`src/rtl/core/eprt_pkg.sv`:
```
// ----------------------------------------------------------------------------
// eprt_pkg
// Shared types and constants for the edge period rpm tracker.
// ----------------------------------------------------------------------------
package eprt_pkg;

  localparam int RATE_W = 32;

  // microseconds in one minute, sized for the product with ticks_per_us
  localparam int          PROD_W     = 34;
  localparam logic [PROD_W-1:0] US_PER_MIN = 34'd60000000;

  localparam logic [RATE_W-1:0] SAT32 = 32'hFFFF_FFFF;

  // register indexes on the configuration port
  localparam logic [1:0] REG_TICKS_PER_US = 2'd0;
  localparam logic [1:0] REG_MAX_RPM      = 2'd1;
  localparam logic [1:0] REG_MIN_RPM      = 2'd2;
  localparam logic [1:0] REG_RAW_MODE     = 2'd3;

  // opcodes of an input item
  localparam logic OP_EDGE    = 1'b0;
  localparam logic OP_RESTART = 1'b1;

  // result status codes
  localparam logic [2:0] ST_FIRST   = 3'd0;
  localparam logic [2:0] ST_ACCEPT  = 3'd1;
  localparam logic [2:0] ST_SHORT   = 3'd2;
  localparam logic [2:0] ST_BELOW   = 3'd3;
  localparam logic [2:0] ST_RAW_OUT = 3'd4;
  localparam logic [2:0] ST_RESTART = 3'd5;

  typedef struct packed {
    logic              start;
    logic [RATE_W-1:0] est;
    logic [RATE_W-1:0] rate;
  } upd_req_t;

  typedef struct packed {
    logic              done;
    logic [RATE_W-1:0] est;
  } upd_rsp_t;

  typedef struct packed {
    logic              done;
    logic [RATE_W-1:0] quot;
  } div_rsp_t;

endpackage

```
`src/rtl/core/eprt_if.sv`:
```
// ----------------------------------------------------------------------------
// eprt channel interfaces
// Valid/ready channels for tachometer items and speed results.
// ----------------------------------------------------------------------------
interface eprt_in_if #(
  parameter int TIME_W = 32
);
  logic              valid;
  logic              ready;
  logic              opcode;
  logic [TIME_W-1:0] edge_time;

  modport source (output valid, output opcode, output edge_time, input ready);
  modport sink   (input valid, input opcode, input edge_time, output ready);
endinterface

interface eprt_out_if;
  logic        valid;
  logic        ready;
  logic [31:0] rpm_value;
  logic [31:0] period_ticks;
  logic        rotation_mark;
  logic [2:0]  status;

  modport source (output valid, output rpm_value, output period_ticks,
                  output rotation_mark, output status, input ready);
  modport sink   (input valid, input rpm_value, input period_ticks,
                  input rotation_mark, input status, output ready);
endinterface

```
`src/rtl/core/eprt_div.sv`:
```
// ----------------------------------------------------------------------------
// eprt_div
// Bit-serial restoring divider, one quotient bit per cycle, result
// saturated to 32 bits.
// ----------------------------------------------------------------------------
module eprt_div
  import eprt_pkg::*;
#(
  parameter int NUM_W = 42,
  parameter int DEN_W = 33
) (
  input  logic             clk,
  input  logic             rst_n,
  input  logic             start,
  input  logic [NUM_W-1:0] num,
  input  logic [DEN_W-1:0] den,
  output div_rsp_t         rsp
);

  localparam int CNT_W = $clog2(NUM_W);

  logic [NUM_W-1:0]  num_r, num_nxt;
  logic [DEN_W-1:0]  den_r;
  logic [DEN_W-1:0]  rem_r, rem_nxt;
  logic [RATE_W-1:0] q_r, q_nxt;
  logic              ovf_r, ovf_nxt;
  logic [CNT_W-1:0]  cnt_r, cnt_nxt;
  logic              busy_r, busy_nxt;
  logic              done_r, done_nxt;
  logic [DEN_W:0]    shifted;
  logic              fits;

  assign shifted = {rem_r, num_r[NUM_W-1]};
  assign fits    = shifted >= {1'b0, den_r};

  always_comb begin
    num_nxt  = num_r;
    rem_nxt  = rem_r;
    q_nxt    = q_r;
    ovf_nxt  = ovf_r;
    cnt_nxt  = cnt_r;
    busy_nxt = busy_r;
    done_nxt = 1'b0;
    if (start) begin
      num_nxt  = num;
      rem_nxt  = '0;
      q_nxt    = '0;
      ovf_nxt  = 1'b0;
      cnt_nxt  = '0;
      busy_nxt = 1'b1;
    end else if (busy_r) begin
      num_nxt = {num_r[NUM_W-2:0], 1'b0};
      rem_nxt = fits ? DEN_W'(shifted - {1'b0, den_r}) : DEN_W'(shifted);
      q_nxt   = {q_r[RATE_W-2:0], fits};
      // any quotient bit pushed past bit 31 means saturation
      ovf_nxt = ovf_r | q_r[RATE_W-1];
      cnt_nxt = cnt_r + 1'b1;
      if (cnt_r == CNT_W'(NUM_W-1)) begin
        busy_nxt = 1'b0;
        done_nxt = 1'b1;
      end
    end
  end

  always_ff @(posedge clk) begin
    if (!rst_n) begin
      busy_r <= 1'b0;
      done_r <= 1'b0;
    end else begin
      busy_r <= busy_nxt;
      done_r <= done_nxt;
    end
  end

  always_ff @(posedge clk) begin
    num_r <= num_nxt;
    rem_r <= rem_nxt;
    q_r   <= q_nxt;
    ovf_r <= ovf_nxt;
    cnt_r <= cnt_nxt;
    if (start) begin
      den_r <= den;
    end
  end

  // zero divisor yields all ones in every bit, so it saturates as well
  assign rsp.done = done_r;
  assign rsp.quot = ovf_r ? SAT32 : q_r;

endmodule

```
`src/rtl/core/eprt_upd.sv`:
```
// ----------------------------------------------------------------------------
// eprt_upd
// Estimate update: jump on a large deviation or a zero estimate, otherwise
// an eighth-step move toward the new reading.
// ----------------------------------------------------------------------------
module eprt_upd
  import eprt_pkg::*;
(
  input  logic     clk,
  input  logic     rst_n,
  input  upd_req_t req,
  output upd_rsp_t rsp
);

  logic [RATE_W-1:0] a_r, b_r, gap_r, res_r, res_nxt;
  logic [RATE_W:0]   sum_r;
  logic              up_r, zero_r, jump_r;
  logic [2:0]        st_r;
  logic              done_r;
  logic [RATE_W+4:0] gap20;
  logic [RATE_W-1:0] step;

  // 20 * gap as 16 * gap + 4 * gap
  assign gap20 = {1'b0, gap_r, 4'b0000} + {3'b000, gap_r, 2'b00};
  assign step  = gap_r >> 3;

  always_comb begin
    if (jump_r) begin
      res_nxt = b_r;
    end else if (up_r) begin
      res_nxt = a_r + step;
    end else begin
      res_nxt = a_r - step;
    end
  end

  always_ff @(posedge clk) begin
    if (!rst_n) begin
      st_r   <= '0;
      done_r <= 1'b0;
    end else begin
      st_r   <= {st_r[1:0], req.start};
      done_r <= st_r[2];
    end
  end

  always_ff @(posedge clk) begin
    if (req.start) begin
      a_r <= req.est;
      b_r <= req.rate;
    end
    if (st_r[0]) begin
      gap_r  <= (a_r > b_r) ? a_r - b_r : b_r - a_r;
      sum_r  <= {1'b0, a_r} + {1'b0, b_r};
      up_r   <= b_r >= a_r;
      zero_r <= a_r == '0;
    end
    if (st_r[1]) begin
      jump_r <= zero_r || (gap20 > (RATE_W+5)'(sum_r));
    end
    if (st_r[2]) begin
      res_r <= res_nxt;
    end
  end

  assign rsp.done = done_r;
  assign rsp.est  = res_r;

endmodule

```
`src/rtl/core/edge_period_rpm_tracker_top.sv`:
```
// ----------------------------------------------------------------------------
// edge_period_rpm_tracker_top
// Tachometer edge period to rpm estimate in unsigned fixed point, with
// short-pulse merging, range checks and a jump-or-smooth filter.
// ----------------------------------------------------------------------------
// channel | dir | handshake   | payload
// in_ch   | in  | valid/ready | opcode, edge_time
// out_ch  | out | valid/ready | rpm_value, period_ticks, rotation_mark, status
// cfg     | in  | cfg_we      | cfg_idx, cfg_wdata
//
// an edge with a prior edge goes from S_DEC through S_DEN and S_DIV to S_CHK,
// then to S_FIN when merged or below minimum, through S_UPD when filtered and
// through S_UPD and S_RCHK in raw mode; the divide runs in the bit-serial
// divider, one quotient bit a cycle
// restart and first edge items go from S_DEC straight to S_FIN
// one item is in flight at a time; a new item is taken while the previous
// result waits in the output register
// reset is synchronous; speed, carried span and last edge time clear to zero
// ----------------------------------------------------------------------------
module edge_period_rpm_tracker_top
  import eprt_pkg::*;
#(
  parameter int FRAC_BITS  = 8,
  parameter int TIME_WIDTH = 32
) (
  input  logic        clk,
  input  logic        rst_n,
  eprt_in_if.sink     in_ch,
  eprt_out_if.source  out_ch,
  input  logic        cfg_we,
  input  logic [1:0]  cfg_idx,
  input  logic [17:0] cfg_wdata
);

  localparam int TW    = TIME_WIDTH;
  localparam int DEN_W = ((TW > RATE_W) ? TW : RATE_W) + 1;
  localparam int NUM_W = PROD_W + FRAC_BITS;

  typedef enum logic [7:0] {
    S_IDLE = 8'b0000_0001,
    S_DEC  = 8'b0000_0010,
    S_DEN  = 8'b0000_0100,
    S_DIV  = 8'b0000_1000,
    S_CHK  = 8'b0001_0000,
    S_UPD  = 8'b0010_0000,
    S_RCHK = 8'b0100_0000,
    S_FIN  = 8'b1000_0000
  } state_t;

  state_t state_r, state_nxt;

  // configuration
  logic [7:0]  tpu_r;
  logic [17:0] max_rpm_r, min_rpm_r;
  logic        raw_r;

  // tracker state
  logic [TW-1:0]     last_r, last_nxt;
  logic              have_r, have_nxt;
  logic [RATE_W-1:0] carried_r, carried_nxt;
  logic [RATE_W-1:0] est_r, est_nxt;

  // item in flight
  logic              op_r;
  logic [TW-1:0]     t_r;
  logic [TW-1:0]     period_r, period_nxt;
  logic [RATE_W-1:0] rate_r, rate_nxt;
  logic              mark_r, mark_nxt;
  logic [2:0]        status_r, status_nxt;

  // output register
  logic              ov_r, ov_nxt;
  logic [RATE_W-1:0] o_rpm_r;
  logic [31:0]       o_per_r;
  logic              o_mark_r;
  logic [2:0]        o_st_r;

  logic              in_xfer, out_free;
  logic [RATE_W-1:0] hi, lo;
  logic [DEN_W-1:0]  span;
  logic [PROD_W-1:0] prod;
  logic [NUM_W-1:0]  num;
  logic              div_start;
  div_rsp_t          div_rsp;
  upd_req_t          upd_req;
  upd_rsp_t          upd_rsp;

  assign in_ch.ready = state_r == S_IDLE;
  assign in_xfer     = in_ch.valid & in_ch.ready;
  assign out_free    = !ov_r || out_ch.ready;

  assign hi   = RATE_W'(max_rpm_r) << FRAC_BITS;
  assign lo   = RATE_W'(min_rpm_r) << FRAC_BITS;
  assign span = DEN_W'(period_r) + DEN_W'(carried_r);
  assign prod = US_PER_MIN * PROD_W'(tpu_r);
  assign num  = NUM_W'(prod) << FRAC_BITS;

  assign div_start = state_r == S_DEN;

  eprt_div #(
    .NUM_W (NUM_W),
    .DEN_W (DEN_W)
  ) u_div (
    .clk   (clk),
    .rst_n (rst_n),
    .start (div_start),
    .num   (num),
    .den   (span),
    .rsp   (div_rsp)
  );

  eprt_upd u_upd (
    .clk   (clk),
    .rst_n (rst_n),
    .req   (upd_req),
    .rsp   (upd_rsp)
  );

  always_comb begin
    state_nxt     = state_r;
    last_nxt      = last_r;
    have_nxt      = have_r;
    carried_nxt   = carried_r;
    est_nxt       = est_r;
    period_nxt    = period_r;
    rate_nxt      = rate_r;
    mark_nxt      = mark_r;
    status_nxt    = status_r;
    ov_nxt        = ov_r;
    upd_req.start = 1'b0;
    upd_req.est   = est_r;
    upd_req.rate  = rate_r;
    if (out_ch.ready) begin
      ov_nxt = 1'b0;
    end
    unique case (state_r)
      S_IDLE: begin
        if (in_xfer) begin
          state_nxt = S_DEC;
        end
      end
      S_DEC: begin
        mark_nxt = 1'b0;
        if (op_r == OP_RESTART) begin
          est_nxt     = '0;
          carried_nxt = '0;
          last_nxt    = '0;
          have_nxt    = 1'b0;
          period_nxt  = '0;
          status_nxt  = ST_RESTART;
          state_nxt   = S_FIN;
        end else if (!have_r) begin
          last_nxt    = t_r;
          have_nxt    = 1'b1;
          est_nxt     = '0;
          carried_nxt = '0;
          period_nxt  = '0;
          status_nxt  = ST_FIRST;
          state_nxt   = S_FIN;
        end else begin
          period_nxt = t_r - last_r;
          last_nxt   = t_r;
          state_nxt  = S_DEN;
        end
      end
      S_DEN: begin
        state_nxt = S_DIV;
      end
      S_DIV: begin
        if (div_rsp.done) begin
          rate_nxt  = div_rsp.quot;
          state_nxt = S_CHK;
        end
      end
      S_CHK: begin
        if (raw_r) begin
          upd_req.start = 1'b1;
          state_nxt     = S_UPD;
        end else if (rate_r > hi) begin
          // too fast: fold this period into the carried span
          carried_nxt = (span > DEN_W'(SAT32)) ? SAT32 : RATE_W'(span);
          status_nxt  = ST_SHORT;
          state_nxt   = S_FIN;
        end else if (rate_r < lo) begin
          carried_nxt = '0;
          status_nxt  = ST_BELOW;
          state_nxt   = S_FIN;
        end else begin
          carried_nxt   = '0;
          upd_req.start = 1'b1;
          state_nxt     = S_UPD;
        end
      end
      S_UPD: begin
        if (upd_rsp.done) begin
          est_nxt = upd_rsp.est;
          if (raw_r) begin
            state_nxt = S_RCHK;
          end else begin
            mark_nxt   = 1'b1;
            status_nxt = ST_ACCEPT;
            state_nxt  = S_FIN;
          end
        end
      end
      S_RCHK: begin
        if (est_r > hi || est_r < lo) begin
          status_nxt = ST_RAW_OUT;
        end else begin
          mark_nxt   = 1'b1;
          status_nxt = ST_ACCEPT;
        end
        state_nxt = S_FIN;
      end
      S_FIN: begin
        if (out_free) begin
          ov_nxt    = 1'b1;
          state_nxt = S_IDLE;
        end
      end
      default: begin
        state_nxt = S_IDLE;
      end
    endcase
  end

  always_ff @(posedge clk) begin
    if (!rst_n) begin
      state_r   <= S_IDLE;
      ov_r      <= 1'b0;
      tpu_r     <= 8'd72;
      max_rpm_r <= 18'd10000;
      min_rpm_r <= 18'd60;
      raw_r     <= 1'b0;
      last_r    <= '0;
      have_r    <= 1'b0;
      carried_r <= '0;
      est_r     <= '0;
    end else begin
      state_r   <= state_nxt;
      ov_r      <= ov_nxt;
      last_r    <= last_nxt;
      have_r    <= have_nxt;
      carried_r <= carried_nxt;
      est_r     <= est_nxt;
      if (cfg_we) begin
        unique case (cfg_idx)
          REG_TICKS_PER_US: tpu_r     <= cfg_wdata[7:0];
          REG_MAX_RPM:      max_rpm_r <= cfg_wdata;
          REG_MIN_RPM:      min_rpm_r <= cfg_wdata;
          REG_RAW_MODE:     raw_r     <= cfg_wdata[0];
          default:          ;
        endcase
      end
    end
  end

  always_ff @(posedge clk) begin
    period_r <= period_nxt;
    rate_r   <= rate_nxt;
    mark_r   <= mark_nxt;
    status_r <= status_nxt;
    if (in_xfer) begin
      op_r <= in_ch.opcode;
      t_r  <= in_ch.edge_time;
    end
    if (state_r == S_FIN && out_free) begin
      o_rpm_r  <= est_r;
      o_per_r  <= 32'(period_r);
      o_mark_r <= mark_r;
      o_st_r   <= status_r;
    end
  end

  assign out_ch.valid         = ov_r;
  assign out_ch.rpm_value     = o_rpm_r;
  assign out_ch.period_ticks  = o_per_r;
  assign out_ch.rotation_mark = o_mark_r;
  assign out_ch.status        = o_st_r;

endmodule

```
`src/flat_wrapper.sv`:
```
// flat-port wrapper written by rule: the top's interface ports become plain ports
module edge_period_rpm_tracker_top_flat import eprt_pkg::*;
#(
  parameter int FRAC_BITS  = 8,
  parameter int TIME_WIDTH = 32
)
  (clk, rst_n, cfg_we, cfg_idx, cfg_wdata, in_ch_valid, in_ch_opcode, in_ch_edge_time, in_ch_ready, out_ch_valid, out_ch_rpm_value, out_ch_period_ticks, out_ch_rotation_mark, out_ch_status, out_ch_ready);
  eprt_in_if #(.TIME_W(TIME_WIDTH)) in_ch_i ();
  eprt_out_if out_ch_i ();
  input  logic clk;
  input  logic rst_n;
  input  logic cfg_we;
  input  logic [1:0] cfg_idx;
  input  logic [17:0] cfg_wdata;
  input wire logic [$bits(in_ch_i.valid)-1:0] in_ch_valid;
  input wire logic [$bits(in_ch_i.opcode)-1:0] in_ch_opcode;
  input wire logic [$bits(in_ch_i.edge_time)-1:0] in_ch_edge_time;
  output wire logic [$bits(in_ch_i.ready)-1:0] in_ch_ready;
  output wire logic [$bits(out_ch_i.valid)-1:0] out_ch_valid;
  output wire logic [$bits(out_ch_i.rpm_value)-1:0] out_ch_rpm_value;
  output wire logic [$bits(out_ch_i.period_ticks)-1:0] out_ch_period_ticks;
  output wire logic [$bits(out_ch_i.rotation_mark)-1:0] out_ch_rotation_mark;
  output wire logic [$bits(out_ch_i.status)-1:0] out_ch_status;
  input wire logic [$bits(out_ch_i.ready)-1:0] out_ch_ready;
  assign in_ch_i.valid = in_ch_valid;
  assign in_ch_i.opcode = in_ch_opcode;
  assign in_ch_i.edge_time = in_ch_edge_time;
  assign in_ch_ready = in_ch_i.ready;
  assign out_ch_valid = out_ch_i.valid;
  assign out_ch_rpm_value = out_ch_i.rpm_value;
  assign out_ch_period_ticks = out_ch_i.period_ticks;
  assign out_ch_rotation_mark = out_ch_i.rotation_mark;
  assign out_ch_status = out_ch_i.status;
  assign out_ch_i.ready = out_ch_ready;
  edge_period_rpm_tracker_top #(.FRAC_BITS(FRAC_BITS), .TIME_WIDTH(TIME_WIDTH)) u_core (.clk(clk), .rst_n(rst_n), .in_ch(in_ch_i), .out_ch(out_ch_i), .cfg_we(cfg_we), .cfg_idx(cfg_idx), .cfg_wdata(cfg_wdata));
endmodule
```
`config.mk`:
```
export PLATFORM = sky130hd
export DESIGN_NAME = edge_period_rpm_tracker_top_flat
export DESIGN_NICKNAME = d
export VERILOG_FILES = /design/src/rtl/core/eprt_pkg.sv /design/src/rtl/core/eprt_if.sv /design/src/rtl/core/eprt_div.sv /design/src/rtl/core/eprt_upd.sv /design/src/rtl/core/edge_period_rpm_tracker_top.sv /design/src/flat_wrapper.sv
export SDC_FILE = /design/constraint.sdc
export NUM_CORES = 2
export LEC_CHECK = 0
export ABC_AREA = 1
export BUFFER_PORTS_ARGS = -buffer_cell sky130_fd_sc_hd__buf_2
export CAP_MARGIN = 25
export CORE_MARGIN = 10
export CORE_UTILIZATION = 60
export CTS_BUF_LIST = sky130_fd_sc_hd__clkbuf_16
export CTS_CLUSTER_DIAMETER = 100
export CTS_CLUSTER_SIZE = 12
export DETAILED_ROUTE_END_ITERATION = 8
export GPL_TIMING_DRIVEN = 0
export PLACE_DENSITY = 0.77
export RECOVER_POWER = 100
export SLEW_MARGIN = 20
export SYNTH_ARGS = -nofsm -noshare
export SYNTH_HDL_FRONTEND = slang
export SYNTH_SLANG_ARGS = --single-unit
```
`constraint.sdc`:
```
create_clock -name clk -period 10.8 [get_ports clk]
set_clock_uncertainty 0.1 [all_clocks]
set_input_delay 0.54 -clock clk [delete_from_list [all_inputs] [get_ports clk]]
set_output_delay 0.54 -clock clk [all_outputs]
set_load 0.01 [all_outputs]
```
==> summary.txt <==
Status
  – Outcome: finished with violations
  – Failing checks: max-capacitance violations, max-slew violations

Timing
  – Final Max Tran Viols: 271
  – Worst-margin pin slew: 2.879 ns
  – Worst hold slack: 0.03780 ns
  – FMAX: 182.4 MHz
  – Tcrit/Tclk final: 50.75%
  – Fin. Hold Viols: 0
  – Setup TNS: 0 ns
  – Rel. slew slack: -91.96%
  – RSZ-0062 raised after global routing: no
  – Final setup fails: 0
  – Min Tclk post-route: 5.481 ns

Synth
  – Post-Synthesis Net Count: 5879
  – Sequential-to-total area share from yosys stat: 38.35%
  – Unique masters post-synth: 69
  – Post-Syn Area: 0.04257 mm2
  – Average size of a mapped cell: 7.932 um2
  – #FFs+latches synth: 620
  – Post-synth EDFFs: 391
  – Yosys warns: 0
  – Post-synth top flop: edfxtp_1
  – Asr flop ratio synth: 0%
  – Synthesized instance count: 5367

Layout
  – Fillcell total: 6191
  – Layout Nets: 6107
  – Commonest non-fill, non-tap cell in the layout: nand2_1
  – Most frequent cells in the layout: nand2_1, inv_1, a21oi_1, nor2_1, ha_1
  – Largest registers: u_core.u_div.den_r x33, u_core.u_div.rem_r x33
  – Area Overhead vs Synth: 8.485%
  – Fin area: 0.04618 mm2
  – Utilization after layout: 65.84%
  – Layout cells sized above 1: 4.199%

Route
  – DRT antenna net count: 0
  – TritonRoute pass-1 iters: 6
  – Via Count: 38300
  – Vias per cell: 5.814
  – 1st-iter DRT viols: 3699
  – Routed wire per std cell: 20.35 um
  – Drt total wl: 134.1 mm
  – DR DRC count: 0

Floorplanning
  – Row cnt: 97
  – Core area: 0.07015 mm2
  – Starting Density: 60.69%
  – Die width: 286.4 um
  – Die Ht: 286.4 um
  – Ports: 128
  – Die area: 0.08201 mm2

Setup path
  – Crit-path cells: ha_1 -> nand4_1 -> nor3_1 -> nand4_1 -> nand2_1 -> nand3_1 -> nand2_1 -> clkbuf_1
  – Max stage delay on crit path: 2.06 ns
  – CP max FO: 50
  – Worst setup path class: flop to flop
  – Slowest CP cell: clkbuf_1
  – CP Capture Type: flop
  – Startpoint Class: flop
  – Critical path required time: 10.89 ns
  – WP data arrival: 5.57 ns

Placement
  – DP Area: 0.04463 mm2
  – Hpwl dp: 108.5 mm
  – GPL Wtd Cong: 1.001
  – Port bufs: 127

Global routing
  – Largest net degree at the start of global routing: 54
  – Gr usage total: 31.65%
  – Initial antenna violation count: 1
  – Total grt overflow: 0
  – First-pass GRT wire length: 203.3 mm
  – Vias in the first global route: 36310

CTS
  – Clock buffer depth: 3
  – Clk slew on worst S/H paths: 0.06 ns
  – Setup Buffers After CTS: 0
  – H-tree Lvls: 2
  – TritonCTS clock tree: yes
  – Clock Tree Root: clkbuf_16
  – Latest clock arrival within the worst-skew pair: 0.66 ns
  – CTS sink count: 620
  – Post-cts sizing count: 0
  – CTS Buf Count: 59

Pwr
  – Total power divided by cell area: 109.4 mW/mm2
  – P_leak: 0.02070 uW
  – Peak supply drop: 0.1839 mV

Min path
  – HP Class: primary input to flop

Flow run
  – # Max-Cap Violations: 9
==> cell families (layout without fill, tap and decap cells) <==
| kind of cell | Yosys count | count (layout) | synth area share [%] |
|---|---|---|---|
| other cells | 0 | 3 | 0 |
| xor+xnor | 180 | 180 | 3.721 |
| buf+inv | 901 | 1178 | 8.517 |
| mux | 1 | 1 | 0.02351 |
| compound gates | 1137 | 1137 | 14.99 |
| simple gates | 2074 | 2074 | 20.48 |
| fa+ha+maj | 454 | 454 | 13.93 |
| flops | 620 | 620 | 38.35 |
==> cell type report <==
type / count / area, um2 / area share [%]
diodes: 3 / 7.507 / 0.01625
plain buffers: 115 / 586.8 / 1.271
clock buffers: 59 / 1476 / 3.197
clock inverters: 51 / 250.2 / 0.5418
inverters: 786 / 2952 / 6.391
multi-input cells: 3846 / 22530 / 48.79
flip-flops and latches: 620 / 16330 / 35.35
well taps: 940 / 1176 / 2.547
repair buffers: 167 / 878.3 / 1.902
==> per-stage QoR <==
stage / instances / worst slack [ns] / total power [uW]
2_1_floorplan: 5367 / 6.118 / 2997
3_3_place_gp: 6434 / 4.301 / 3151
3_5_place_dp: 6443 / 5.525 / 3163
4_1_cts: 6583 / 5.509 / 5065
5_1_grt: 6585 / 4.978 / 5235
6_report: 6587 / 5.319 / 5050
==> cell usage after synthesis (6+ instances only) <==
cell type / instances / area, um2
nand2_2: 25 / 156.4
xnor2_1: 44 / 385.4
dfxtp_1: 229 / 4584
inv_1: 764 / 2868
fa_1: 33 / 660.6
o211ai_1: 36 / 270.3
clkbuf_1: 44 / 165.2
edfxtp_1: 391 / 11740
o21ai_2: 8 / 70.07
nor2_1: 476 / 1787
nor3_1: 69 / 345.3
nand4_1: 60 / 375.4
o21ai_0: 324 / 1622
nand2_1: 1114 / 4182
inv_2: 18 / 67.56
o22ai_1: 34 / 212.7
nand3_1: 229 / 1146
nor2_2: 6 / 37.54
a21boi_1: 7 / 52.55
o21bai_1: 32 / 240.2
a22oi_1: 34 / 255.2
or2_2: 29 / 181.4
buf_6: 9 / 101.4
a21o_1: 27 / 202.7
a31oi_1: 25 / 156.4
ha_1: 421 / 5268
a21oi_1: 499 / 2497
nand3b_1: 11 / 82.58
a21boi_0: 16 / 120.1
xor2_1: 135 / 1182
o21a_1: 23 / 172.7
o21ai_1: 31 / 155.2
a211oi_1: 10 / 75.07
or2_1: 7 / 43.79
buf_2: 26 / 130.1
buf_4: 32 / 240.2
nor4_1: 25 / 156.4
==> power breakdown <==
part / total [uW] / switching (uW) / internal [uW]
Combinational: 572 / 375 / 197
Sequential: 2560 / 22.7 / 2540
Clock: 1920 / 928 / 991
==> routing by layer <==
metal / GRT usage (%) / up-vias / part of all wire [%]
met3: 4.015 / 262 / 7.5
met5: 0 / - / 0
li1: - / 18430 / -
met1: 43.22 / 18020 / 43
met2: 51.34 / 1593 / 45
met4: 10.91 / 0 / 3.9
==> worst max-delay path, delay by kind of cell (launching register included) <==
family	cells	cell delay (ns)
simple gates	6	2.03
buf+inv	1	2.06
fa+ha+maj	1	0.36
flops	1	0.45
==> path summary, 6_finish.rpt <==
path | from | endpoint | slack [ns] | cells past startpoint
hold reg to reg | u_core.rate_r[31]$_SDFFCE_PP1P_ | u_core.u_upd.b_r[31]$_DFFE_PP_ | 0.33 | 0
hold / removal | cfg_wdata[9] | u_core.max_rpm_r[9]$_SDFFE_PN1P_ | 0.04 | 3
setup reg to reg | u_core.rate_r[23]$_SDFFCE_PP1P_ | u_core.u_upd.a_r[1]$_DFFE_PP_ | 5.32 | 8
setup / recovery | u_core.rate_r[23]$_SDFFCE_PP1P_ | u_core.u_upd.a_r[1]$_DFFE_PP_ | 5.32 | 8
==> timing repair <==
| action | CTS | global route |
|---|---|---|
| hold buffers | 30 | 1 |
| hold endpoints to repair | 30 | 1 |
| endpoints found under the setup margin | 0 | 0 |
Note: power is estimated with default switching activity, not from simulation.
